File: src/design/collinear_segment_merger_top_defines.svh
// Assertion macros used by the merger back end.
`ifndef COLLINEAR_SEGMENT_MERGER_TOP_DEFINES_SVH
`define COLLINEAR_SEGMENT_MERGER_TOP_DEFINES_SVH

// Same-cycle implication, clocked on clk, off while rst_n is low.
`define CSM_ASSERT_NOW(lbl, ante, cons, msg) \
  lbl: assert property (@(posedge clk) disable iff (!rst_n) (ante) |-> (cons)) \
    else $error(msg);

// Next-cycle implication, clocked on clk, off while rst_n is low.
`define CSM_ASSERT_NEXT(lbl, ante, cons, msg) \
  lbl: assert property (@(posedge clk) disable iff (!rst_n) (ante) |=> (cons)) \
    else $error(msg);

`endif

File: src/design/csm_pkg.sv
// Types, constants and helpers for the collinear segment merger.
package csm_pkg;

  localparam int COORD_BITS_DEF  = 16;
  localparam int QUEUE_DEPTH_DEF = 2;
  localparam int COS_W           = 16;
  localparam logic [COS_W-1:0] COS_RESET = 16'd61584;

  typedef enum logic [1:0] {
    OP_START,
    OP_SKIP,
    OP_TEST
  } seg_op_t;

  typedef struct packed {
    seg_op_t op;
    logic    last;
  } csm_ctl_t;

  typedef enum logic [2:0] {
    BK_IDLE,
    BK_MUL,
    BK_CMP,
    BK_APPLY,
    BK_BREAK,
    BK_FLUSH
  } bk_state_t;

  // queue entry: ctl, four endpoint coordinates, current and previous direction
  function automatic int entry_bits(int cb);
    return $bits(csm_ctl_t) + 4 * cb + 4 * (cb + 1);
  endfunction

endpackage

File: src/design/csm_front.sv
// Front end: takes segment beats, tracks group and direction, classifies.
module csm_front import csm_pkg::*; #(
  parameter int COORD_BITS = COORD_BITS_DEF
) (
  input  logic                                clk,
  input  logic                                rst_n,
  input  logic                                in_valid,
  output logic                                in_stall,
  input  logic signed [COORD_BITS-1:0]        in_seg_start_x,
  input  logic signed [COORD_BITS-1:0]        in_seg_start_y,
  input  logic signed [COORD_BITS-1:0]        in_seg_end_x,
  input  logic signed [COORD_BITS-1:0]        in_seg_end_y,
  input  logic                                in_last_in_group,
  input  logic                                q_full,
  output logic                                q_push,
  output logic [entry_bits(COORD_BITS)-1:0]   q_data
);

  localparam int DIR_W = COORD_BITS + 1;

  logic                    group_open_r, group_open_nxt;
  logic signed [DIR_W-1:0] pdx_r, pdx_nxt;
  logic signed [DIR_W-1:0] pdy_r, pdy_nxt;
  logic signed [DIR_W-1:0] dx, dy;
  logic                    d_zero, pd_zero;
  csm_ctl_t                ctl;

  assign in_stall = q_full;
  assign q_push   = in_valid & ~q_full;

  assign dx      = DIR_W'(in_seg_end_x) - DIR_W'(in_seg_start_x);
  assign dy      = DIR_W'(in_seg_end_y) - DIR_W'(in_seg_start_y);
  assign d_zero  = (dx == '0) && (dy == '0);
  assign pd_zero = (pdx_r == '0) && (pdy_r == '0);

  always_comb begin
    ctl.last       = in_last_in_group;
    ctl.op         = OP_START;
    group_open_nxt = group_open_r;
    pdx_nxt        = pdx_r;
    pdy_nxt        = pdy_r;
    if (!group_open_r) begin
      ctl.op         = OP_START;
      group_open_nxt = ~in_last_in_group;
      pdx_nxt        = dx;
      pdy_nxt        = dy;
    end else begin
      if (d_zero || pd_zero) begin
        ctl.op = OP_SKIP;
      end else begin
        ctl.op  = OP_TEST;
        pdx_nxt = dx;
        pdy_nxt = dy;
      end
      if (in_last_in_group) begin
        group_open_nxt = 1'b0;
      end
    end
  end

  assign q_data = {ctl, in_seg_start_x, in_seg_start_y, in_seg_end_x, in_seg_end_y,
                   dx, dy, pdx_r, pdy_r};

  always_ff @(posedge clk) begin
    if (!rst_n) begin
      group_open_r <= 1'b0;
      pdx_r        <= '0;
      pdy_r        <= '0;
    end else if (q_push) begin
      group_open_r <= group_open_nxt;
      pdx_r        <= pdx_nxt;
      pdy_r        <= pdy_nxt;
    end
  end

endmodule

File: config.mk
export PLATFORM = sky130hd
export DESIGN_NAME = csm_front
export DESIGN_NICKNAME = d
export VERILOG_FILES = /design/src/design/collinear_segment_merger_top_defines.svh /design/src/design/csm_pkg.sv /design/src/design/csm_front.sv
export SDC_FILE = /design/constraint.sdc
export NUM_CORES = 1
export LEC_CHECK = 0
export BUFFER_PORTS_ARGS = -buffer_cell sky130_fd_sc_hd__buf_2
export CORE_MARGIN = 3
export CORE_UTILIZATION = 45
export CTS_CLUSTER_DIAMETER = 100
export CTS_CLUSTER_SIZE = 8
export DETAILED_ROUTE_END_ITERATION = 10
export PLACE_DENSITY = 0.79
export SYNTH_ARGS = -nofsm -noshare
export SYNTH_HDL_FRONTEND = slang
export SYNTH_SLANG_ARGS = --single-unit
File: constraint.sdc
create_clock -name clk -period 6 [get_ports clk]
set_input_delay 1.2 -clock clk [delete_from_list [all_inputs] [get_ports clk]]
set_output_delay 1.2 -clock clk [all_outputs]
set_load 0.05 [all_outputs]
==> results.md <==
* Vias per std cell at 5.62
* EDFF count, synth at 0
* Hold-fix buffer count after cts at 0
* Final setup violating endpoints at 0
* Mapped cell area at 4190 sq um
* Internal power at 0.590 mW
* Crit path capture type: output port
* Clock Path Buffers at 2
* Sequential share of power at 21.3%
* # fillers at 855
* Post-layout util at 59.0%
* Combinational share of power at 65.8%
* Synth Flop Type: dfxtp_1
* Area delta synth->final at 25.1%
* Sw Share at 55.5%
* Final Hold Fails at 0
* # port buffers at 205
* Startpoint class of the critical path: input port
* VDD IR max at 0.159 mV
* Die height at 102 microns
* Fin Clk Skew at 0.00501 ns
* Clock buffer count from CTS at 5
* Clock root buffer: clkbuf_8
* Post-synth cell types at 66
* Net Sw Power at 0.735 mW
* Initial antenna violation count at 0
* HP Class: flip-flop to flip-flop
* Die W at 102 microns
* Yosys top cell area share at 16.7%
* Fmax at 170 MHz
* Top-count cell post-synth: buf_4
* Synth Warn # at 0
* DR vias at 4826
* Initial Util at 47.1%
* Row count at 34
* Clk slew on worst S/H paths at 0.07 ns
* Synth area leaders: dfxtp_1 (17%), buf_4 (12%), ha_1 (9.6%)
* Synth Area per Inst at 7.26 sq um
* Critical Path RT at 4.80 ns
* Core Box Area at 8890 sq um
* Skew-Pair Late Insertion Delay at 0.29 ns
* Cell family with most CP delay: simple AND/OR/NAND/NOR gates
* TritonRoute pass-1 iters at 5
* Largest net degree at the start of global routing at 29
* Post-route DRC at 0
* DRT Wirelength at 13500 microns
* Synthesis-stage register bit count at 35
* Clock share of power at 12.9%
* Max cap viols at 0
* PD cells at 253 nW/um^2
* CP max-delay cell: or4_2
* Top cells by count, synth: buf_4 (67), inv_1 (65), a21oi_1 (51), o21ai_0 (46)
* Footprint of the multi-input gates at 2670 sq um
* Vias in the first global route at 4228
* Register area share after synthesis at 16.7%
* Arr. time, crit path at 4.70 ns
* Grt ovf at 0
* Layout cells sized above 1 at 38.8%
* Total GRT Usage at 24.3%
* GP Congestion at 0.938
* PnR worst setup slack at 0.104 ns
* Synth async-reset ratio at 0%
* Total I/O pin count at 206
* Die area at 10500 sq um
* WL/cell at 15.8 microns
* Sequential standard cell area at 701 sq um
* Mapped Nets at 680
* Leak at 2.65 nW
* H-tree lvl count at 2
* Cell taking the most area after synthesis: dfxtp_1
* Max Slew Vio Count at 0
* Slew headroom at 14.7%
* Final worst-path cycle share at 98.3%
* Worst Tran Pin Value at 1.27 ns
* Crit path buffers/inverters at 2
* Nets at 852
* Global-route wire length before repair at 20500 microns
* Status: complete, no violations
* CTS tree: yes
* Dpl ws at -0.0775 ns
* Crit Path Max Fanout at 4
* Initial DRC count at 419
* CTS Sinks at 35
* Tmin final at 5.90 ns
* ANT nets after route at 0
* DP HPWL at 11200 microns
* Worst path max stage delay at 0.66 ns
* Ant diodes at 0
* Post-Synthesis Cells at 577
* Kind of critical path: input port to output port
* CP cell instances: buf_2, ha_1, fa_1, nor2b_1, o2111ai_1, a21oi_2, o311a_1, nor2_1, or4_2, or4b_4, or3_4, a21oi_4, buf_6
[routing by layer]
metal,vias to the layer above,routed length [microns],track usage [%]
li1,2341,-,-
met1,2236,5810,34.1
met2,231,6270,39.5
met3,18,1230,3.69
met4,0,228,4.94
met5,-,0,0
[path summary, 6_finish.rpt]
kind	startpoint	endpoint	slack, ns	depth (start not counted)
worst max-delay path	in_seg_start_y[0]	q_data[133]	0.10	13
worst min-delay path	pdx_r[1]	pdx_r[1]	0.48	2
worst max register to register	pdy_r[11]	pdx_r[3]	2.96	8
worst min register to register	pdx_r[1]	pdx_r[1]	0.48	2
[power groups by stage]
stage                     clock network, mW  registers (mW)  logic (mW)
after floorplan                           0           0.363       0.561
final                                 0.171           0.283       0.871
after CTS                             0.169           0.282       0.865
after global routing                  0.183           0.284       0.926
after detailed placement                  0           0.287       0.862
after global placement                    0           0.286       0.856
[layout by cell type, fill, tap and decap left out, drive strengths merged, types with 3 or more instances in the layout]
| cell | n |
|---|---|
| buf | 254 |
| dfxtp | 35 |
| nand2 | 35 |
| nand2b | 5 |
| a31oi | 13 |
| or4 | 6 |
| xnor2 | 9 |
| o22ai | 6 |
| and2 | 3 |
| nor3 | 13 |
| ha | 32 |
| a21oi | 53 |
| clkbuf | 7 |
| a221oi | 5 |
| nor2 | 31 |
| nand3 | 17 |
| or3 | 5 |
| a21boi | 6 |
| nand3b | 7 |
| a21o | 4 |
| o211ai | 12 |
| nor4 | 11 |
| xor2 | 10 |
| inv | 66 |
| a211oi | 11 |
| nand4 | 12 |
| and3 | 4 |
| o21ai | 47 |
[worst min-delay path, cell delays in order (launching register included)]
cell and delay, ns:
dfxtp_1 0.33, inv_1 0.06, a21boi_2 0.04
[sequential cells by signal, summed over array words and instances, names as in the netlist]
name          cells
group_open_r      1
pdx_r            17
pdy_r            17
[final cells by class]
| class | count | share of cell area (%) |
|---|---|---|
| Multi-Input combinational cell | 386 | 50.9 |
| Timing Repair Buffer | 254 | 26.8 |
| Sequential cell | 35 | 13.4 |
| Inverter | 67 | 4.80 |
| Tap cell | 108 | 2.58 |
| Clock buffer | 7 | 1.46 |
| Clock inverter | 1 | 0.0955 |
[cells by family (layout without fill, tap and decap cells)]
| group | after synthesis | in the layout | share of synthesized area, % |
|---|---|---|---|
| XOR/XNOR | 19 | 19 | 3.97 |
| AND/OR/NAND/NOR | 159 | 159 | 20.6 |
| adder cells (fa/ha/maj) | 34 | 34 | 10.5 |
| AO/OA/AOI/OAI | 174 | 174 | 26.6 |
| flip-flops | 35 | 35 | 16.7 |
| buffers and inverters | 156 | 329 | 21.6 |
[what timing repair did]
item,in CTS,in global routing
resized for setup,2,11
pin swaps,0,2
setup buffers,0,1
endpoints found under the setup margin,2,2
[metrics by stage]
step	area [sq um]	total power [mW]	std cells	TNS, ns	hold WS, ns
4_1_cts	5200	1.32	857	0	0.478
3_5_place_dp	5110	1.15	849	-0.0974	0.467
5_1_grt	5240	1.39	858	-0.0220	0.490
6_report	5240	1.32	858	0	0.477
3_3_place_gp	5110	1.14	849	-0.0367	0.456
2_1_floorplan	4230	0.924	577	-0.150	0.487
(Power assumes the default switching activity.)
