==> src/design/collinear_segment_merger_top_defines.svh <==
// Assertion macros used by the merger back end.
`ifndef COLLINEAR_SEGMENT_MERGER_TOP_DEFINES_SVH
`define COLLINEAR_SEGMENT_MERGER_TOP_DEFINES_SVH

// Same-cycle implication, clocked on clk, off while rst_n is low.
`define CSM_ASSERT_NOW(lbl, ante, cons, msg) \
  lbl: assert property (@(posedge clk) disable iff (!rst_n) (ante) |-> (cons)) \
    else $error(msg);

// Next-cycle implication, clocked on clk, off while rst_n is low.
`define CSM_ASSERT_NEXT(lbl, ante, cons, msg) \
  lbl: assert property (@(posedge clk) disable iff (!rst_n) (ante) |=> (cons)) \
    else $error(msg);

`endif

==> src/design/csm_fifo.sv <==
// Small flop queue between front and back.
module csm_fifo #(
  parameter int WIDTH = 8,
  parameter int DEPTH = 2
) (
  input  logic             clk,
  input  logic             rst_n,
  input  logic             push,
  input  logic [WIDTH-1:0] push_data,
  input  logic             pop,
  output logic [WIDTH-1:0] head_data,
  output logic             empty,
  output logic             full
);

  localparam int PW = $clog2(DEPTH);
  localparam int CW = $clog2(DEPTH + 1);

  logic [WIDTH-1:0] mem_r [DEPTH];
  logic [PW-1:0]    wr_ptr_r, rd_ptr_r;
  logic [CW-1:0]    cnt_r;

  assign empty     = (cnt_r == '0);
  assign full      = (cnt_r == CW'(DEPTH));
  assign head_data = mem_r[rd_ptr_r];

  always_ff @(posedge clk) begin
    if (push) begin
      mem_r[wr_ptr_r] <= push_data;
    end
  end

  always_ff @(posedge clk) begin
    if (!rst_n) begin
      wr_ptr_r <= '0;
      rd_ptr_r <= '0;
      cnt_r    <= '0;
    end else begin
      if (push) begin
        wr_ptr_r <= (wr_ptr_r == PW'(DEPTH - 1)) ? '0 : wr_ptr_r + 1'b1;
      end
      if (pop) begin
        rd_ptr_r <= (rd_ptr_r == PW'(DEPTH - 1)) ? '0 : rd_ptr_r + 1'b1;
      end
      if (push && !pop) begin
        cnt_r <= cnt_r + 1'b1;
      end else if (pop && !push) begin
        cnt_r <= cnt_r - 1'b1;
      end
    end
  end

endmodule

==> config.mk <==
export PLATFORM = sky130hd
export DESIGN_NAME = csm_fifo
export DESIGN_NICKNAME = d
export VERILOG_FILES = /design/src/design/collinear_segment_merger_top_defines.svh /design/src/design/csm_fifo.sv
export SDC_FILE = /design/constraint.sdc
export NUM_CORES = 1
export LEC_CHECK = 0
export BUFFER_PORTS_ARGS = -buffer_cell sky130_fd_sc_hd__buf_2
export CAP_MARGIN = 10
export CORE_UTILIZATION = 40
export CTS_CLUSTER_DIAMETER = 30
export CTS_CLUSTER_SIZE = 8
export DETAILED_ROUTE_END_ITERATION = 8
export PLACE_DENSITY = 0.66
export RECOVER_POWER = 50
export SYNTH_ARGS = -nofsm -noshare
export SYNTH_HDL_FRONTEND = slang
export SYNTH_SLANG_ARGS = --single-unit
==> constraint.sdc <==
create_clock -name clk -period 1.5 [get_ports clk]
set_input_delay 0.225 -clock clk [delete_from_list [all_inputs] [get_ports clk]]
set_output_delay 0.225 -clock clk [all_outputs]
set_load 0.005 [all_outputs]
==> results of run 1 <==
==> cells by family (layout without fill, tap and decap cells) <==
group           after synthesis  count (layout)
flops                        21              21
simple gates                  9               9
xor+xnor                      3               3
fa+ha+maj                     1               1
compound gates                3               3
mux                           8               8
buf+inv                       2              27
==> final timing paths <==
kind / start / end / slack, ns / depth (start not counted)
setup / recovery: flip-flop / head_data[1] / 0.09 / 2
hold / removal: push_data[5] / mem_r[1][5] / 0.12 / 1
setup reg to reg: wr_ptr_r / mem_r[0][1] / 0.26 / 2
hold reg to reg: cnt_r[1] / cnt_r[1] / 0.51 / 2
==> synthesized netlist by cell type <==
| master | n | area, um^2 |
|---|---|---|
| edfxtp_1 | 16 | 480 |
| mux2_2 | 8 | 90.1 |
| dfxtp_1 | 5 | 100 |
| and2_1 | 4 | 25.0 |
| nor2b_1 | 2 | 12.5 |
| xor2_1 | 2 | 17.5 |
| a21boi_1 | 1 | 7.51 |
| and2b_2 | 1 | 8.76 |
| buf_2 | 1 | 5.00 |
| ha_1 | 1 | 12.5 |
| inv_1 | 1 | 3.75 |
| nor2_1 | 1 | 3.75 |
| o21a_1 | 1 | 7.51 |
| o21ai_0 | 1 | 5.00 |
| or3_1 | 1 | 6.26 |
| xnor2_1 | 1 | 8.76 |
==> final cells by class <==
cell class / instances / area [um^2] / share of cell area
clock buffers: 3 / 22.5 / 0.0234
clock inverters: 1 / 5.00 / 0.00521
inverters: 1 / 3.75 / 0.00391
multi-input cells: 24 / 205 / 0.214
flip-flops and latches: 21 / 584 / 0.608
well taps: 25 / 31.3 / 0.0326
repair buffers: 22 / 109 / 0.113
==> per-stage QoR <==
step,setup slack (ns),instances,cell area [um^2]
after floorplan,0.396,47,795
after global placement,0.237,93,933
after detailed placement,0.236,93,933
after CTS,0.0213,97,962
after global routing,0.0249,97,961
final,0.0894,97,961
==> flip-flops by register name (all words and copies together), names as in the netlist, named ones only <==
signal,count
mem_r,16
wr_ptr_r,1
cnt_r,2
rd_ptr_r,1
==> critical path, stage by stage (launching register included) <==
cell,delay [ns]
dfxtp_4,0.43
mux2_2,0.35
buf_2,0.13
==> power breakdown <==
group / leakage, nW / total (mW) / internal, mW / switching, mW
sequential: 0.192 / 0.690 / 0.666 / 0.0238
combinational: 0.171 / 0.134 / 0.0797 / 0.0543
clock: 0.0177 / 0.252 / 0.0989 / 0.153
==> routing by layer <==
metal  part of all wire  up-vias
met5                  0        -
met4             0.0093        0
met3              0.044        2
met2               0.43       12
met1               0.51      192
li1                   -      220
==> impl_metrics.yaml, run 1 <==
timing:
  fmax_mhz: 709
  hold_viol_final: 0
  setup_tns_ns: 0
  rsz0062_at_grt: "no"
  min_period_ns: 1.41
  skew_ns: 0.00395
  worstMarginPinSlew_ns: 0.501
  relSlewSlack: 0.666
  timing.final.crit_share: 0.940
  drv_slew: 0
  setup_viol: 0
  holdWs_ns: 0.118
yosys:
  avgSynthCellArea_um2: 16.9
  yosys.area_share.simple: 0.0709
  yosys-mux-area-fraction: 0.113
  synth_xor_area_frac: 0.0331
  syn_area_um2: 795
  seq_area_frac_synth: 0.731
  ys_ff_latch: 21
  ys_types: 16
  yosys_warnings: 0
  yosys.area_share.adder: 0.0157
  synth_fp_nets: 60
  syn_inst: 47
  synth_compound_area_frac: 0.0252
  synth_top_family_by_area: "multiplexers"
critical_path:
  required_ns: 1.27
  cp_data_arrival_time_ns: 1.19
  path_max_fanout: 8
  cp-start-kind: "flip-flop"
  end_kind: "primary output"
  crit_type: "flip-flop to primary output"
detailed_routing:
  drc: 0
  wirelength_um: 1070
  wl_per_cell_um: 11.0
  drt_iter0_markers: 5
  first_pass_iters: 3
  vias_per_cell: 4.39
  antenna_left: 0
  vias: 426
power_and_ir_drop:
  irDropWorstVdd_v: 0.000598
  p_per_area_mw_per_mm2: 1120
  total_power_mw: 1.08
  total_leakage_power_nw: 0.381
run:
  maxCapViolCount: 0
status:
  status: "complete, no violations"
placed_design:
  globalplace.congestion: 0.608
  dp_hpwl_um: 731
  io_buffers: 21
global_routing:
  antenna_found_initial: 0
  overflow: 0
  grtUsageMet1: 0.153
  grt_max_degree: 13
  grtUsageTotal: 0.116
  grt_use_met3: 0.0353
  grt_pass1_wl_um: 1660
  top_usage_layer: "met2"
  grt_pass1_vias: 375
  grt_use_met2: 0.167
floorplan:
  core_mm2: 0.00180
  pin_count: 22
  die_w_um: 46.6
  dieArea_mm2: 0.00217
  rows: 15
  fp.dieH_um: 46.6
  start_util: 0.441
cts:
  cts_buffers: 3
  htree_levels: 1
  clock-root-buffer: "clkbuf_4"
  clkSinkCount: 21
  cts_tree: "yes"
  hold_buffers: 0
  clk_pin_slew_ns: 0.11
  cts_buffer_depth: 2
  clk_latency_ns: 0.29
  cts_resized: 1
  post_cts_buffers: 0
cells_and_area:
  antennaDiodeCount: 0
  finish.utilization: 0.533
  area_delta_synth_final_pct: 20.9
  drive_above_1_share: 0.486
  finalNetCount: 86
  final_cell_mix: "21 x buf_2, 16 x edfxtp_1, 8 x mux2_2, 4 x dfxtp_1"
  fillers: 157
  layout_commonest_cell: "buf_2"
hold_path:
  min-delay-path-class: "input pin to flip-flop"
(Power assumes the default switching activity.)
==> run 2: changes to the inputs <==
- BUFFER_PORTS_ARGS: -buffer_cell sky130_fd_sc_hd__buf_2 -> default
- CTS_BUF_LIST: default -> sky130_fd_sc_hd__clkbuf_4 sky130_fd_sc_hd__clkbuf_8 sky130_fd_sc_hd__clkbuf_16
- DONT_BUFFER_PORTS: default -> 1
- PLACE_DENSITY: 0.66 -> 0.56
==> run 2 against run 1 <==
Effect of this change:
- worst setup slack better by 0.076 ns
- clock-buffer cell count stayed put
- via count is 7.3% lower
- hold slack worse by 0.089 ns
- wire length is 5.2% higher
- flip-flop and latch count stayed put
- fmax is 5.7% higher
- cell count is 16% lower
- critical path depth is 1 lower
- global-route usage is 0.46 points higher
- sequential power hardly changed
- critical path type unchanged
- critical endpoint is now head_data[6]
- largest cell class unchanged
- highest routed layer unchanged
==> impl_metrics.yaml, run 2 (same netlist as run 1, synthesis figures left out) <==
floorplan:
  dieArea_mm2: 0.00217
  core_mm2: 0.00180
  rows: 15
  fp.dieH_um: 46.6
  die_w_um: 46.6
  start_util: 0.441
  pin_count: 22
critical_path:
  end_kind: "primary output"
  required_ns: 1.27
  r2r_slack_ns: 0.26
  rr_worst_depth: 2
  worst-path-buf-inv: 0
  cp-start-kind: "flip-flop"
  critPathTopFamily: "flip-flops"
  crit_type: "flip-flop to primary output"
  crit_end: "head_data[6]"
  r2r-end: "mem_r[0][2]"
  slowest_stage: "dfxtp_2"
  critical_path_cell_count: 1
  path_max_fanout: 8
  cp_data_arrival_time_ns: 1.11
  r2r-start: "wr_ptr_r"
  slowest_delay_ns: 0.44
  cp_cell_sequence: "mux2_2"
timing:
  relSlewSlack: 0.692
  timing.final.crit_share: 0.890
  hold_viol_final: 0
  skew_ns: 0.00862
  min_period_ns: 1.33
  holdWs_ns: 0.0288
  drv_slew: 0
  setup_viol: 0
  fmax_mhz: 749
  rsz0062_at_grt: "no"
  worstMarginPinSlew_ns: 0.462
  setup_tns_ns: 0
cells_and_area:
  largest_reg_flops: 16
  drive_above_1_share: 0.250
  area_delta_synth_final_pct: 13.7
  layout_commonest_cell: "edfxtp_1"
  reg.largest.list: "mem_r: 16 flops, cnt_r: 2 flops"
  finalNetCount: 70
  regMostFlops: "mem_r"
  antennaDiodeCount: 0
  final_cell_mix: "16 x edfxtp_1, 8 x mux2_2, 5 x dlygate4sd3_1, 4 x dfxtp_1, 3 x clkbuf_4"
power_and_ir_drop:
  total_leakage_power_nw: 0.317
  p_per_area_mw_per_mm2: 1160
  irDropWorstVdd_v: 0.000541
  total_power_mw: 1.04
cts:
  cts_buffers: 3
  clock-root-buffer: "clkbuf_4"
  clk_latency_ns: 0.29
  htree_levels: 1
  cts_buffer_depth: 2
  cts_tree: "yes"
  clkSinkCount: 21
  clk_pin_slew_ns: 0.11
  post_cts_buffers: 0
detailed_routing:
  drc: 0
  vias_per_cell: 4.88
  drt_iter0_markers: 5
  first_pass_iters: 4
  vias: 395
  wirelength_um: 1130
  wl_per_cell_um: 13.9
  antenna_left: 0
placed_design:
  io_buffers: 0
  globalplace.congestion: 0.707
global_routing:
  grtUsageTotal: 0.121
  grt_pass1_wl_um: 1640
  overflow: 0
  antenna_found_initial: 0
  grt_pass1_vias: 386
  grt_max_degree: 13
status:
  status: "complete, no violations"
run:
  maxCapViolCount: 0
hold_path:
  min-delay-path-class: "input pin to flip-flop"
## run 2: power breakdown
part / internal, mW / switching [mW]
Combinational: 0.0586 / 0.0444
Sequential: 0.666 / 0.0230
Clock: 0.0990 / 0.153
## run 2: final cells by class
type / instances / area (um^2)
inverters: 1 / 3.75
clock buffers: 3 / 22.5
flip-flops and latches: 21 / 582
repair buffers: 6 / 53.8
fillers: 164 / 898
multi-input cells: 24 / 205
well taps: 25 / 31.3
clock inverters: 1 / 5.00
## run 2: timing repair
action | CTS | global route
gates resized for setup | 0 | 1
hold buffers | 0 | 5
endpoints found under the hold margin | 0 | 7
endpoints found under the setup margin | 0 | 8
## run 2: metal layers
| metal | part of all wire | wire length [um] | GRT usage | up-vias |
|---|---|---|---|---|
| li1 | - | - | - | 187 |
| met1 | 0.37 | 421 | 0.107 | 194 |
| met2 | 0.56 | 629 | 0.236 | 12 |
| met3 | 0.064 | 72 | 0.0431 | 2 |
| met4 | 0.0035 | 4 | 0.0529 | 0 |
| met5 | 0 | 0 | 0 | - |
## run 2: worst min-delay path by stage
stage,end,from,cells past startpoint,slack (ns)
2_1_floorplan,mem_r[0][0],push_data[0],0,0.32
3_3_place_gp,mem_r[1][6],push_data[6],0,0.32
3_5_place_dp,mem_r[0][6],push_data[6],0,0.32
4_1_cts,mem_r[0][1],push_data[1],0,0.004
5_1_grt,mem_r[0][2],push_data[2],0,0.0004
6_report,mem_r[0][6],push_data[6],0,0.03
## run 2: per-stage QoR
step,worst slack (ns),area [um^2],utilization,std cells
after CTS,0.0136,856,0.475,76
after global placement,0.388,828,0.460,72
after global routing,0.0869,903,0.501,81
after detailed placement,0.337,828,0.460,72
final,0.166,903,0.501,81
after floorplan,0.396,795,-,47
==> run 3: changes to the inputs <==
- GPL_TIMING_DRIVEN: default -> 0
==> run 3 against run 2 <==
Effect of this change:
- cell count is 3.7% higher
- fmax fell by 4.5%
- critical path depth is 1 higher
- utilization up 1.8 points
- largest cell class unchanged
- largest power group unchanged
- highest routed layer unchanged
==> impl_metrics.yaml, run 3 (same netlist as run 1, synthesis figures left out) <==
status:
  status: "complete, no violations"
timing:
  fmax_mhz: 716
  timing.final.crit_share: 0.931
  hold_viol_final: 0
  relSlewSlack: 0.508
  setup_tns_ns: 0
  holdWs_ns: 0.0525
  setup_viol: 0
  min_period_ns: 1.40
  worstMarginPinSlew_ns: 0.736
  skew_ns: 0.00388
  drv_slew: 0
critical_path:
  r2r_slack_ns: 0.23
  worst-path-buf-inv: 1
  slowest_delay_ns: 0.37
  crit_type: "flip-flop to primary output"
  slowest_stage: "mux2_2"
  cp-start-kind: "flip-flop"
  critPathTopFamily: "multiplexers"
  required_ns: 1.27
  path_max_fanout: 8
  cp_data_arrival_time_ns: 1.17
  cp_cell_sequence: "buf_2, mux2_2"
  end_kind: "primary output"
cts:
  clkSinkCount: 21
  clock-root-buffer: "clkbuf_4"
  post_cts_buffers: 0
  clk_pin_slew_ns: 0.11
  cts_buffers: 3
  clk_latency_ns: 0.28
  htree_levels: 1
  cts_buffer_depth: 2
  cts_tree: "yes"
cells_and_area:
  regMostFlops: "mem_r"
  fillers: 163
  antennaDiodeCount: 0
  largest_reg_flops: 16
  layout.cells.non_filler: 84
  drive_above_1_share: 0.237
  reg.largest.list: "mem_r: 16 flops, cnt_r: 2 flops"
  layout_commonest_cell: "edfxtp_1"
  finalNetCount: 73
  design_area_um2: 936
  area_delta_synth_final_pct: 17.8
  final_cell_mix: "16 x edfxtp_1, 8 x mux2_2, 8 x dlygate4sd3_1, 5 x dfxtp_1, 4 x clkbuf_4"
detailed_routing:
  vias_per_cell: 4.82
  wirelength_um: 1130
  drt_iter0_markers: 9
  vias: 405
  antenna_left: 0
  wl_per_cell_um: 13.4
  first_pass_iters: 4
  drc: 0
power_and_ir_drop:
  total_power_mw: 1.07
  p_per_area_mw_per_mm2: 1140
  irDropWorstVdd_v: 0.000754
  total_leakage_power_nw: 0.333
global_routing:
  grt_pass1_vias: 407
  antenna_found_initial: 0
  grtUsageTotal: 0.120
  grt_max_degree: 12
  grt_pass1_wl_um: 1700
  overflow: 0
floorplan:
  fp.dieH_um: 46.6
  start_util: 0.441
  dieArea_mm2: 0.00217
  pin_count: 22
  core_mm2: 0.00180
  die_w_um: 46.6
  rows: 15
placed_design:
  io_buffers: 0
  globalplace.congestion: 0.695
  placed_cells: 72
  dpl_cell_area_um2: 826
run:
  maxCapViolCount: 0
hold_path:
  min-delay-path-class: "input pin to flip-flop"
==> run 3: cell types whose count changed in the layout (fill, tap and decap cells not counted) <==
cell,delta
clkbuf_4,+1
a21boi_1,-1
and2_1,-1
dlygate4sd3_1,+3
dfxtp_2,-1
dfxtp_1,+1
clkbuf_1,-1
and2_0,+1
clkinv_2,-1
buf_2,+1
a21boi_0,+1
==> run 3: worst paths after layout <==
kind / from / end / cells after the start
worst min-delay path: rst_n / wr_ptr_r / 1
worst min register to register: cnt_r[1] / cnt_r[1] / 2
worst max register to register: wr_ptr_r / mem_r[0][1] / 1
worst max-delay path: flip-flop / head_data[5] / 2
==> run 3: cell type report <==
class / count / area (um^2) / area share
Inverter: 1 / 3.75 / 0.00401
Multi-Input combinational cell: 24 / 205 / 0.219
Timing Repair Buffer: 8 / 80.1 / 0.0856
Buffer: 1 / 5.00 / 0.00535
Sequential cell: 21 / 581 / 0.620
Tap cell: 25 / 31.3 / 0.0334
Clock buffer: 4 / 30.0 / 0.0321
==> run 3: timing repair <==
action | in CTS | in global routing
setup endpoints to repair | 0 | 0
hold endpoints to repair | 0 | 16
hold buffers | 0 | 8
resized for setup | 0 | 0
==> run 3: stage by stage <==
step / setup slack (ns) / util
after floorplan: 0.396 / -
after global placement: 0.249 / 0.458
after detailed placement: 0.208 / 0.458
after CTS: 0.0667 / 0.475
after global routing: -0.0000444 / 0.519
final: 0.103 / 0.519
==> run 3: routing by layer <==
| metal | routed length (um) | share of wire | vias to the layer above | track usage |
|---|---|---|---|---|
| li1 | - | - | 194 | - |
| met1 | 407 | 0.36 | 193 | 0.106 |
| met2 | 629 | 0.56 | 16 | 0.228 |
| met3 | 76 | 0.068 | 2 | 0.0392 |
| met4 | 11 | 0.0098 | 0 | 0.0706 |
| met5 | 0 | 0 | - | 0 |
==> run 3: power breakdown <==
part | leakage, nW | total [mW] | switching (mW) | internal (mW)
Combinational | 0.122 | 0.118 | 0.0532 | 0.0645
Clock | 0.0184 | 0.268 | 0.146 | 0.121
Sequential | 0.192 | 0.681 | 0.0151 | 0.665
