### src/design/collinear_segment_merger_top_defines.svh
// Assertion macros used by the merger back end.
`ifndef COLLINEAR_SEGMENT_MERGER_TOP_DEFINES_SVH
`define COLLINEAR_SEGMENT_MERGER_TOP_DEFINES_SVH

// Same-cycle implication, clocked on clk, off while rst_n is low.
`define CSM_ASSERT_NOW(lbl, ante, cons, msg) \
  lbl: assert property (@(posedge clk) disable iff (!rst_n) (ante) |-> (cons)) \
    else $error(msg);

// Next-cycle implication, clocked on clk, off while rst_n is low.
`define CSM_ASSERT_NEXT(lbl, ante, cons, msg) \
  lbl: assert property (@(posedge clk) disable iff (!rst_n) (ante) |=> (cons)) \
    else $error(msg);

`endif

### src/design/csm_pkg.sv
// Types, constants and helpers for the collinear segment merger.
package csm_pkg;

  localparam int COORD_BITS_DEF  = 16;
  localparam int QUEUE_DEPTH_DEF = 2;
  localparam int COS_W           = 16;
  localparam logic [COS_W-1:0] COS_RESET = 16'd61584;

  typedef enum logic [1:0] {
    OP_START,
    OP_SKIP,
    OP_TEST
  } seg_op_t;

  typedef struct packed {
    seg_op_t op;
    logic    last;
  } csm_ctl_t;

  typedef enum logic [2:0] {
    BK_IDLE,
    BK_MUL,
    BK_CMP,
    BK_APPLY,
    BK_BREAK,
    BK_FLUSH
  } bk_state_t;

  // queue entry: ctl, four endpoint coordinates, current and previous direction
  function automatic int entry_bits(int cb);
    return $bits(csm_ctl_t) + 4 * cb + 4 * (cb + 1);
  endfunction

endpackage

### src/design/csm_back.sv
// Back end: collinearity test on a shared multiplier, run tracking, result beats.
module csm_back import csm_pkg::*; #(
  parameter int COORD_BITS = COORD_BITS_DEF
) (
  input  logic                                clk,
  input  logic                                rst_n,
  input  logic                                cfg_wr_en,
  input  logic [COS_W-1:0]                    cfg_cos_threshold,
  input  logic                                q_empty,
  input  logic [entry_bits(COORD_BITS)-1:0]   q_data,
  output logic                                q_pop,
  output logic                                out_valid,
  input  logic                                out_stall,
  output logic signed [COORD_BITS-1:0]        out_line_start_x,
  output logic signed [COORD_BITS-1:0]        out_line_start_y,
  output logic signed [COORD_BITS-1:0]        out_line_end_x,
  output logic signed [COORD_BITS-1:0]        out_line_end_y,
  output logic                                out_group_closed,
  output logic                                out_last_result
);

  `include "collinear_segment_merger_top_defines.svh"

  localparam int C     = COORD_BITS;
  localparam int DIR_W = C + 1;
  localparam int MAG_W = C;
  localparam int SUM_W = C + 1;
  localparam int DOT_W = 2 * C + 2;           // signed dot product
  localparam int MW    = 2 * C + 1;           // |dot| and squared norms
  localparam int LW    = 4 * C + 2;           // dot^2
  localparam int CC_W  = 2 * COS_W;           // threshold squared
  localparam int MOP   = (MW > CC_W) ? MW : CC_W;
  localparam int TW    = CC_W + MW;           // c^2 * n1
  localparam int TH_W  = TW - MOP;
  localparam int RW    = TW + MW;             // c^2 * n1 * n2

  localparam logic [3:0] ST_DOT_X = 4'd0;
  localparam logic [3:0] ST_DOT_Y = 4'd1;
  localparam logic [3:0] ST_N1_X  = 4'd2;
  localparam logic [3:0] ST_N1_Y  = 4'd3;
  localparam logic [3:0] ST_N2_X  = 4'd4;
  localparam logic [3:0] ST_N2_Y  = 4'd5;
  localparam logic [3:0] ST_DOTSQ = 4'd6;
  localparam logic [3:0] ST_T     = 4'd7;
  localparam logic [3:0] ST_LO    = 4'd8;
  localparam logic [3:0] ST_HI    = 4'd9;

  typedef enum logic [1:0] {
    RUN_HOLD,
    RUN_START,
    RUN_TAKE
  } run_op_t;

  // head of queue
  csm_ctl_t                h_ctl;
  logic signed [C-1:0]     h_sx, h_sy, h_ex, h_ey;
  logic signed [DIR_W-1:0] h_dx, h_dy, h_pdx, h_pdy;

  assign {h_ctl, h_sx, h_sy, h_ex, h_ey, h_dx, h_dy, h_pdx, h_pdy} = q_data;

  bk_state_t  state_r, state_nxt;
  logic [3:0] step_r, step_nxt;

  logic [COS_W-1:0] cos_r;
  logic [CC_W-1:0]  cc_r;

  logic signed [DOT_W-1:0] dot_r;
  logic [MW-1:0]           n1_r, n2_r;
  logic [LW-1:0]           lhs_r;
  logic [TW-1:0]           t_r;
  logic [MOP+MW-1:0]       lo_r;
  logic [TH_W+MW-1:0]      hi_r;
  logic                    col_r;

  logic signed [C-1:0]     min_x_r, min_y_r, max_x_r, max_y_r;
  logic signed [SUM_W-1:0] min_s_r, max_s_r;

  logic                    out_valid_r, out_valid_nxt;
  logic signed [C-1:0]     out_sx_r, out_sy_r, out_ex_r, out_ey_r;
  logic                    out_group_closed_r, out_last_result_r;

  // sequencer outputs
  logic    out_free, out_load, load_closed, load_last;
  run_op_t run_op;

  assign out_free = ~out_valid_r | ~out_stall;

  // ---------------- magnitudes and multiplier ----------------
  logic signed [DIR_W-1:0] ax_neg, ay_neg, bx_neg, by_neg;
  logic [MAG_W-1:0]        ax_mag, ay_mag, bx_mag, by_mag;
  logic signed [DOT_W-1:0] dot_neg;
  logic [MW-1:0]           dot_mag;
  logic [MOP-1:0]          mul_a, mul_b;
  logic [2*MOP-1:0]        prod;
  logic signed [DOT_W-1:0] dterm;
  logic                    dneg;

  assign ax_neg  = -h_pdx;
  assign ay_neg  = -h_pdy;
  assign bx_neg  = -h_dx;
  assign by_neg  = -h_dy;
  assign ax_mag  = h_pdx[C] ? ax_neg[MAG_W-1:0] : h_pdx[MAG_W-1:0];
  assign ay_mag  = h_pdy[C] ? ay_neg[MAG_W-1:0] : h_pdy[MAG_W-1:0];
  assign bx_mag  = h_dx[C]  ? bx_neg[MAG_W-1:0] : h_dx[MAG_W-1:0];
  assign by_mag  = h_dy[C]  ? by_neg[MAG_W-1:0] : h_dy[MAG_W-1:0];
  assign dot_neg = -dot_r;
  assign dot_mag = dot_r[DOT_W-1] ? dot_neg[MW-1:0] : dot_r[MW-1:0];

  always_comb begin
    mul_a = '0;
    mul_b = '0;
    case (step_r)
      ST_DOT_X: begin mul_a = MOP'(ax_mag);  mul_b = MOP'(bx_mag);  end
      ST_DOT_Y: begin mul_a = MOP'(ay_mag);  mul_b = MOP'(by_mag);  end
      ST_N1_X:  begin mul_a = MOP'(ax_mag);  mul_b = MOP'(ax_mag);  end
      ST_N1_Y:  begin mul_a = MOP'(ay_mag);  mul_b = MOP'(ay_mag);  end
      ST_N2_X:  begin mul_a = MOP'(bx_mag);  mul_b = MOP'(bx_mag);  end
      ST_N2_Y:  begin mul_a = MOP'(by_mag);  mul_b = MOP'(by_mag);  end
      ST_DOTSQ: begin mul_a = MOP'(dot_mag); mul_b = MOP'(dot_mag); end
      ST_T:     begin mul_a = MOP'(cc_r);    mul_b = MOP'(n1_r);    end
      ST_LO:    begin mul_a = t_r[MOP-1:0];  mul_b = MOP'(n2_r);    end
      ST_HI:    begin mul_a = MOP'(t_r[TW-1:MOP]); mul_b = MOP'(n2_r); end
      default:  begin mul_a = '0;            mul_b = '0;            end
    endcase
  end

  assign prod  = mul_a * mul_b;
  assign dneg  = (step_r == ST_DOT_X) ? (h_pdx[C] ^ h_dx[C]) : (h_pdy[C] ^ h_dy[C]);
  assign dterm = dneg ? -$signed(prod[DOT_W-1:0]) : $signed(prod[DOT_W-1:0]);

  // full compare: dot^2 * 2^32 against c^2 * n1 * n2
  logic [RW-1:0] rhs, lhs_ext;
  assign rhs     = (RW'(hi_r) << MOP) + RW'(lo_r);
  assign lhs_ext = {lhs_r, {CC_W{1'b0}}};

  always_ff @(posedge clk) begin
    if (state_r == BK_MUL) begin
      case (step_r)
        ST_DOT_X: dot_r <= dterm;
        ST_DOT_Y: dot_r <= dot_r + dterm;
        ST_N1_X:  n1_r  <= prod[MW-1:0];
        ST_N1_Y:  n1_r  <= n1_r + prod[MW-1:0];
        ST_N2_X:  n2_r  <= prod[MW-1:0];
        ST_N2_Y:  n2_r  <= n2_r + prod[MW-1:0];
        ST_DOTSQ: lhs_r <= prod[LW-1:0];
        ST_T:     t_r   <= prod[TW-1:0];
        ST_LO:    lo_r  <= prod[MOP+MW-1:0];
        ST_HI:    hi_r  <= prod[TH_W+MW-1:0];
        default:  dot_r <= dot_r;
      endcase
    end
    if (state_r == BK_CMP) begin
      col_r <= lhs_ext > rhs;
    end
  end

  // ---------------- threshold register ----------------
  always_ff @(posedge clk) begin
    if (!rst_n) begin
      cos_r <= COS_RESET;
    end else if (cfg_wr_en) begin
      cos_r <= cfg_cos_threshold;
    end
  end

  always_ff @(posedge clk) begin
    cc_r <= cos_r * cos_r;
  end

  // ---------------- run extremes ----------------
  logic signed [SUM_W-1:0] ss, se;
  logic signed [C-1:0]     st_min_x, st_min_y, st_max_x, st_max_y;
  logic signed [SUM_W-1:0] st_min_s, st_max_s;
  logic signed [C-1:0]     m1_x, m1_y, tk_min_x, tk_min_y;
  logic signed [C-1:0]     x1_x, x1_y, tk_max_x, tk_max_y;
  logic signed [SUM_W-1:0] m1_s, tk_min_s, x1_s, tk_max_s;

  assign ss = SUM_W'(h_sx) + SUM_W'(h_sy);
  assign se = SUM_W'(h_ex) + SUM_W'(h_ey);

  always_comb begin
    // new run: start point first, end point only if strictly better
    st_min_x = h_sx; st_min_y = h_sy; st_min_s = ss;
    st_max_x = h_sx; st_max_y = h_sy; st_max_s = ss;
    if (se < ss) begin
      st_min_x = h_ex; st_min_y = h_ey; st_min_s = se;
    end
    if (se > ss) begin
      st_max_x = h_ex; st_max_y = h_ey; st_max_s = se;
    end
    // extend run: start point, then end point
    m1_x = min_x_r; m1_y = min_y_r; m1_s = min_s_r;
    if (ss < min_s_r) begin
      m1_x = h_sx; m1_y = h_sy; m1_s = ss;
    end
    tk_min_x = m1_x; tk_min_y = m1_y; tk_min_s = m1_s;
    if (se < m1_s) begin
      tk_min_x = h_ex; tk_min_y = h_ey; tk_min_s = se;
    end
    x1_x = max_x_r; x1_y = max_y_r; x1_s = max_s_r;
    if (ss > max_s_r) begin
      x1_x = h_sx; x1_y = h_sy; x1_s = ss;
    end
    tk_max_x = x1_x; tk_max_y = x1_y; tk_max_s = x1_s;
    if (se > x1_s) begin
      tk_max_x = h_ex; tk_max_y = h_ey; tk_max_s = se;
    end
  end

  always_ff @(posedge clk) begin
    case (run_op)
      RUN_START: begin
        min_x_r <= st_min_x; min_y_r <= st_min_y; min_s_r <= st_min_s;
        max_x_r <= st_max_x; max_y_r <= st_max_y; max_s_r <= st_max_s;
      end
      RUN_TAKE: begin
        min_x_r <= tk_min_x; min_y_r <= tk_min_y; min_s_r <= tk_min_s;
        max_x_r <= tk_max_x; max_y_r <= tk_max_y; max_s_r <= tk_max_s;
      end
      default: begin
        min_x_r <= min_x_r;
        max_x_r <= max_x_r;
      end
    endcase
  end

  // ---------------- sequencer ----------------
  always_comb begin
    state_nxt = state_r;
    case (state_r)
      BK_IDLE: begin
        if (!q_empty) begin
          case (h_ctl.op)
            OP_START: state_nxt = BK_IDLE;
            OP_SKIP:  state_nxt = h_ctl.last ? BK_FLUSH : BK_IDLE;
            OP_TEST:  state_nxt = BK_MUL;
            default:  state_nxt = BK_IDLE;
          endcase
        end
      end
      BK_MUL:   state_nxt = (step_r == ST_HI) ? BK_CMP : BK_MUL;
      BK_CMP:   state_nxt = BK_APPLY;
      BK_APPLY: begin
        if (col_r) begin
          state_nxt = h_ctl.last ? BK_FLUSH : BK_IDLE;
        end else begin
          state_nxt = BK_BREAK;
        end
      end
      BK_BREAK: begin
        if (out_free) begin
          state_nxt = h_ctl.last ? BK_FLUSH : BK_IDLE;
        end
      end
      BK_FLUSH: state_nxt = out_free ? BK_IDLE : BK_FLUSH;
      default:  state_nxt = BK_IDLE;
    endcase
  end

  always_comb begin
    q_pop       = 1'b0;
    out_load    = 1'b0;
    load_closed = 1'b0;
    load_last   = 1'b0;
    run_op      = RUN_HOLD;
    case (state_r)
      BK_IDLE: begin
        if (!q_empty) begin
          case (h_ctl.op)
            OP_START: begin
              run_op = RUN_START;
              q_pop  = 1'b1;
            end
            OP_SKIP:  q_pop = ~h_ctl.last;
            default:  q_pop = 1'b0;
          endcase
        end
      end
      BK_APPLY: begin
        if (col_r) begin
          run_op = RUN_TAKE;
          q_pop  = ~h_ctl.last;
        end
      end
      BK_BREAK: begin
        if (out_free) begin
          out_load    = 1'b1;
          load_closed = 1'b0;
          load_last   = ~h_ctl.last;
          run_op      = RUN_START;
          q_pop       = ~h_ctl.last;
        end
      end
      BK_FLUSH: begin
        if (out_free) begin
          out_load    = 1'b1;
          load_closed = 1'b1;
          load_last   = 1'b1;
          q_pop       = 1'b1;
        end
      end
      default: q_pop = 1'b0;
    endcase
  end

  // counter returns to the first step as the multiply phase ends
  assign step_nxt      = ((state_r == BK_MUL) && (step_r != ST_HI)) ? step_r + 1'b1 : ST_DOT_X;
  assign out_valid_nxt = out_load | (out_valid_r & out_stall);

  always_ff @(posedge clk) begin
    if (!rst_n) begin
      state_r     <= BK_IDLE;
      step_r      <= ST_DOT_X;
      out_valid_r <= 1'b0;
    end else begin
      state_r     <= state_nxt;
      step_r      <= step_nxt;
      out_valid_r <= out_valid_nxt;
    end
  end

  // result beat holds the run as it stood before this cycle's update
  always_ff @(posedge clk) begin
    if (out_load) begin
      out_sx_r           <= min_x_r;
      out_sy_r           <= min_y_r;
      out_ex_r           <= max_x_r;
      out_ey_r           <= max_y_r;
      out_group_closed_r <= load_closed;
      out_last_result_r  <= load_last;
    end
  end

  assign out_valid        = out_valid_r;
  assign out_line_start_x = out_sx_r;
  assign out_line_start_y = out_sy_r;
  assign out_line_end_x   = out_ex_r;
  assign out_line_end_y   = out_ey_r;
  assign out_group_closed = out_group_closed_r;
  assign out_last_result  = out_last_result_r;

  `CSM_ASSERT_NOW(a_busy_has_head, state_r != BK_IDLE, !q_empty,
                  "back end busy with no queue head")
  `CSM_ASSERT_NOW(a_step_idle, state_r != BK_MUL, step_r == ST_DOT_X,
                  "multiply step counter running outside multiply phase")
  `CSM_ASSERT_NEXT(a_mul_to_cmp, (state_r == BK_MUL) && (step_r == ST_HI),
                   state_r == BK_CMP, "multiply phase did not end in compare")
  `CSM_ASSERT_NEXT(a_flush_beat, (state_r == BK_FLUSH) && out_free,
                   out_valid_r && out_group_closed_r && out_last_result_r,
                   "group flush did not produce a closing beat")

endmodule

### config.mk
export PLATFORM = sky130hd
export DESIGN_NAME = csm_back
export DESIGN_NICKNAME = d
export VERILOG_FILES = /design/src/design/csm_pkg.sv /design/src/design/csm_back.sv
export VERILOG_INCLUDE_DIRS = /design/src /design/src/design
export SDC_FILE = /design/constraint.sdc
export NUM_CORES = 2
export LEC_CHECK = 0
export BUFFER_PORTS_ARGS = -buffer_cell sky130_fd_sc_hd__buf_2
export CAP_MARGIN = 20
export CORE_MARGIN = 2
export CORE_UTILIZATION = 49
export CTS_CLUSTER_SIZE = 10
export DETAILED_ROUTE_END_ITERATION = 10
export PLACE_DENSITY = 0.65
export SLEW_MARGIN = 0
export SYNTH_ARGS = -nofsm -noshare
export SYNTH_HDL_FRONTEND = slang
export SYNTH_SLANG_ARGS = --single-unit
export TNS_END_PERCENT = 20
### constraint.sdc
create_clock -name clk -period 14.8 [get_ports clk]
set_clock_uncertainty 0.15 [all_clocks]
set_input_delay 2.22 -clock clk [delete_from_list [all_inputs] [get_ports clk]]
set_output_delay 2.22 -clock clk [all_outputs]
set_load 0.01 [all_outputs]
==> impl_metrics.yaml <==
die:
  std_cell_rows: 146
  floorplan.core_area_um2: 158000
  die_h_um: 403
  die_width_um: 403
  start_util_pct: 49.3
  design.die.area_um2: 162000
  io_pins: 224
drt:
  drtPass1Iterations: 6
  routed_wire_length_per_instance_um: 23.3
  via_count: 61283
  post-route-drc-count: 0
  drt_iter0_markers: 5544
  vias_per_cell: 5.84
  finalWirelength_um: 245000
  count_of_antenna_violating_nets_left_after_detailed_routing: 0
timing:
  finalSetupTns_ps: 0
  rsz0062_at_grt: "no"
  period_minus_slack_ps: 14090
  layout_worst_path_cycle_share_pct: 95.2
  fmaxAchievable_mhz: 71.0
  final-hold-violation-count: 0
  max_slew_margin_pct: 11.6
  timing.final.setup_violations: 0
  worst_slew_pin_slew_ps: 1330
  slew_violations: 0
  holdWs_ps: 262
yosys:
  synth_sequential_area_ratio_pct: 21.7
  synth_warnings: 0
  ys_dominant_reg_cell: "edfxtp_1"
  synth.cell_area_um2: 77900
  unique_cell_type_count_in_the_yosys_netlist: 96
  ys_async_sr_fraction_pct: 0
  synth_edf_count: 527
  yosys_register_bits: 582
  post_synth.cell_area_avg_um2: 9.52
  mappedNetlistNets: 10155
  postSynthCellCount: 8183
global_route:
  global_route_met2_utilization_pct: 48.1
  grt_start_max_net_pins: 69
  antenna_violations_before_repair: 11
  globalRoute.busiestLayer: "met2"
  use_met1_pct: 42.2
  grt_pass1_wl_um: 380000
  grt.total_usage_pct: 30.6
  grt_util_met3_pct: 6.05
  number_of_global_route_vias_before_repair: 62789
  grt_overflow: 0
clock_tree:
  clock_latency_ps: 660
  cts_tree: "yes"
  cts_root_buf: "clkbuf_16"
  clk_pin_slew_ps: 60
  cts_made_buffers: 72
  clock_sink_count: 582
  clockBufferDepth: 3
  htree_num_levels: 3
  cts_setup_buffers: 0
  postCtsHoldBufs: 0
  total_of_cells_resized_after_clock_tree_synthesis: 0
min_path:
  worst_hold_path_type: "flop to flop"
  hold_path_startpoint: "max_y_r[8]$_DFFE_PP_"
  min_delay_path_depth: 0
  worstHoldEndpoint: "out_line_end_y[8]$_DFFE_PP_"
placed_design:
  detailedPlacementHpwl_um: 199000
  gp_congestion: 0.976
  numPortBuffers: 223
setup_path:
  r2r_setup_slack_ps: 1250
  crit_path_max_fanout: 8
  timing.critical_path.slowest_stage_cell: "fa_1"
  timing.rr.start: "step_r[2]$_SDFF_PN0_"
  worst_path_most_repeated_cell: "fa_1"
  worst_setup_path_end_kind: "flop"
  timing.critical_path.arrival_ps: 14350
  start_kind: "input pin"
  criticalPathCategory: "input pin to flop"
  worstReg2RegEnd: "dot_r[32]$_DFFE_PP_"
  worst_r2r_path_depth: 42
  max_stage_delay_ps: 560
  worst-endpoint-required_ps: 15060
run_status:
  status: "complete, no violations"
final_layout:
  layout-drive-gt1-share_pct: 8.85
  area_delta_synth_final_pct: 8.78
  post_route_core_utilization_pct: 53.6
  n_antenna_cell: 0
  layout.nets: 10350
  mostFrequentLayoutCells: "inv_1, fa_1, nand2_1"
  most_frequent_standard_cell_in_the_layout_excluding_fill_and_tap_cells: "inv_1"
run:
  cap_viol_max_count: 0
[sequential cells by signal (all words and copies together), names as in the netlist, 31 cells and up]
register / flops
lo_r: 66
lhs_r: 66
n2_r: 33
cc_r: 31
n1_r: 33
hi_r: 65
dot_r: 34
t_r: 65
[per-layer routing]
metal  share of wire [%]  up-vias
met5               0.028        -
met4                 4.0       10
met3                 9.2      451
met2                  45     2655
met1                  42    30979
li1                    -    27188
[Yosys cell counts, types with 10 or more instances]
| cell | number | share of area [%] |
|---|---|---|
| inv_1 | 1328 | 6.4 |
| fa_1 | 1128 | 29 |
| nand2_1 | 1119 | 5.4 |
| ha_1 | 688 | 11 |
| nor2_1 | 548 | 2.6 |
| edfxtp_1 | 527 | 20 |
| a21oi_1 | 346 | 2.2 |
| clkbuf_1 | 326 | 1.6 |
| o21ai_0 | 236 | 1.5 |
| xor2_1 | 206 | 2.3 |
| xnor2_1 | 184 | 2.1 |
| a21o_1 | 179 | 1.7 |
| and2_1 | 117 | 0.94 |
| nand3_1 | 93 | 0.60 |
| nor2b_1 | 86 | 0.69 |
| mux2_2 | 76 | 1.1 |
| nand4_1 | 64 | 0.51 |
| nand2b_1 | 63 | 0.51 |
| dfxtp_1 | 55 | 1.4 |
| a211oi_1 | 52 | 0.50 |
| nor3_1 | 48 | 0.31 |
| a31oi_1 | 46 | 0.37 |
| and3_1 | 40 | 0.32 |
| nor4_1 | 40 | 0.32 |
| o21bai_1 | 40 | 0.39 |
| mux2i_1 | 39 | 0.50 |
| o21a_1 | 39 | 0.38 |
| o31ai_1 | 39 | 0.38 |
| o21ai_1 | 27 | 0.17 |
| or4_1 | 26 | 0.25 |
| a222oi_1 | 25 | 0.32 |
| o22ai_1 | 25 | 0.20 |
| o211ai_1 | 23 | 0.22 |
| or3_1 | 22 | 0.18 |
| a22oi_1 | 21 | 0.20 |
| o221ai_1 | 21 | 0.24 |
| buf_1 | 16 | 0.077 |
| a221oi_1 | 15 | 0.17 |
| or2_2 | 15 | 0.12 |
| a221o_1 | 14 | 0.18 |
| and4_1 | 12 | 0.13 |
| o41ai_1 | 12 | 0.13 |
| a31o_2 | 11 | 0.12 |
| a41oi_1 | 11 | 0.12 |
| a21boi_0 | 10 | 0.096 |
[worst max path at each step]
stage	start	endpoint	slack, ps	cells after the start
finish	q_data[0]	dot_r[32]$_DFFE_PP_	710	47
global route	q_data[0]	dot_r[32]$_DFFE_PP_	40	47
CTS	q_data[0]	dot_r[32]$_DFFE_PP_	870	47
detailed placement	q_data[0]	dot_r[32]$_DFFE_PP_	270	47
global placement	q_data[0]	dot_r[32]$_DFFE_PP_	360	47
floorplan	q_data[0]	dot_r[32]$_DFFE_PP_	1180	46
[metrics by stage]
step	cells	setup WS (ps)	instance area (um^2)
floorplan	8183	1180	77900
global placement	10372	359	82500
detailed placement	10374	269	82500
CTS	10491	869	84700
global route	10493	40.5	84700
finish	10493	710	84700
[worst max-delay path: cells and delay by family]
| kind | cells | cell delay (ps) |
|---|---|---|
| mux | 1 | 260 |
| xor+xnor | 4 | 1030 |
| compound gates | 10 | 2880 |
| buf+inv | 9 | 770 |
| simple gates | 12 | 2320 |
| fa+ha+maj | 11 | 4840 |
[cell families after synthesis]
kind of cell / synth area share (%)
AOI/OAI and AO/OA: 10.8
xor gates and xnor gates: 4.41
buffers and inverters: 8.08
adders and majority gates: 40.1
DFF: 21.7
muxes: 1.60
and+or+nand+nor: 13.3
[cell type report]
cell class	count	area, um^2
Multi-Input combinational cell	5926	55000
Tap cell	2072	2590
Clock inverter	19	239
Sequential cell	582	16900
Inverter	1329	4990
Fill cell	14194	73300
Timing Repair Buffer	467	3010
Clock buffer	98	1940
Power is left out: the tool's default activity adds up to more than one toggle a clock period on the data nets, which glitch-free logic cannot reach.
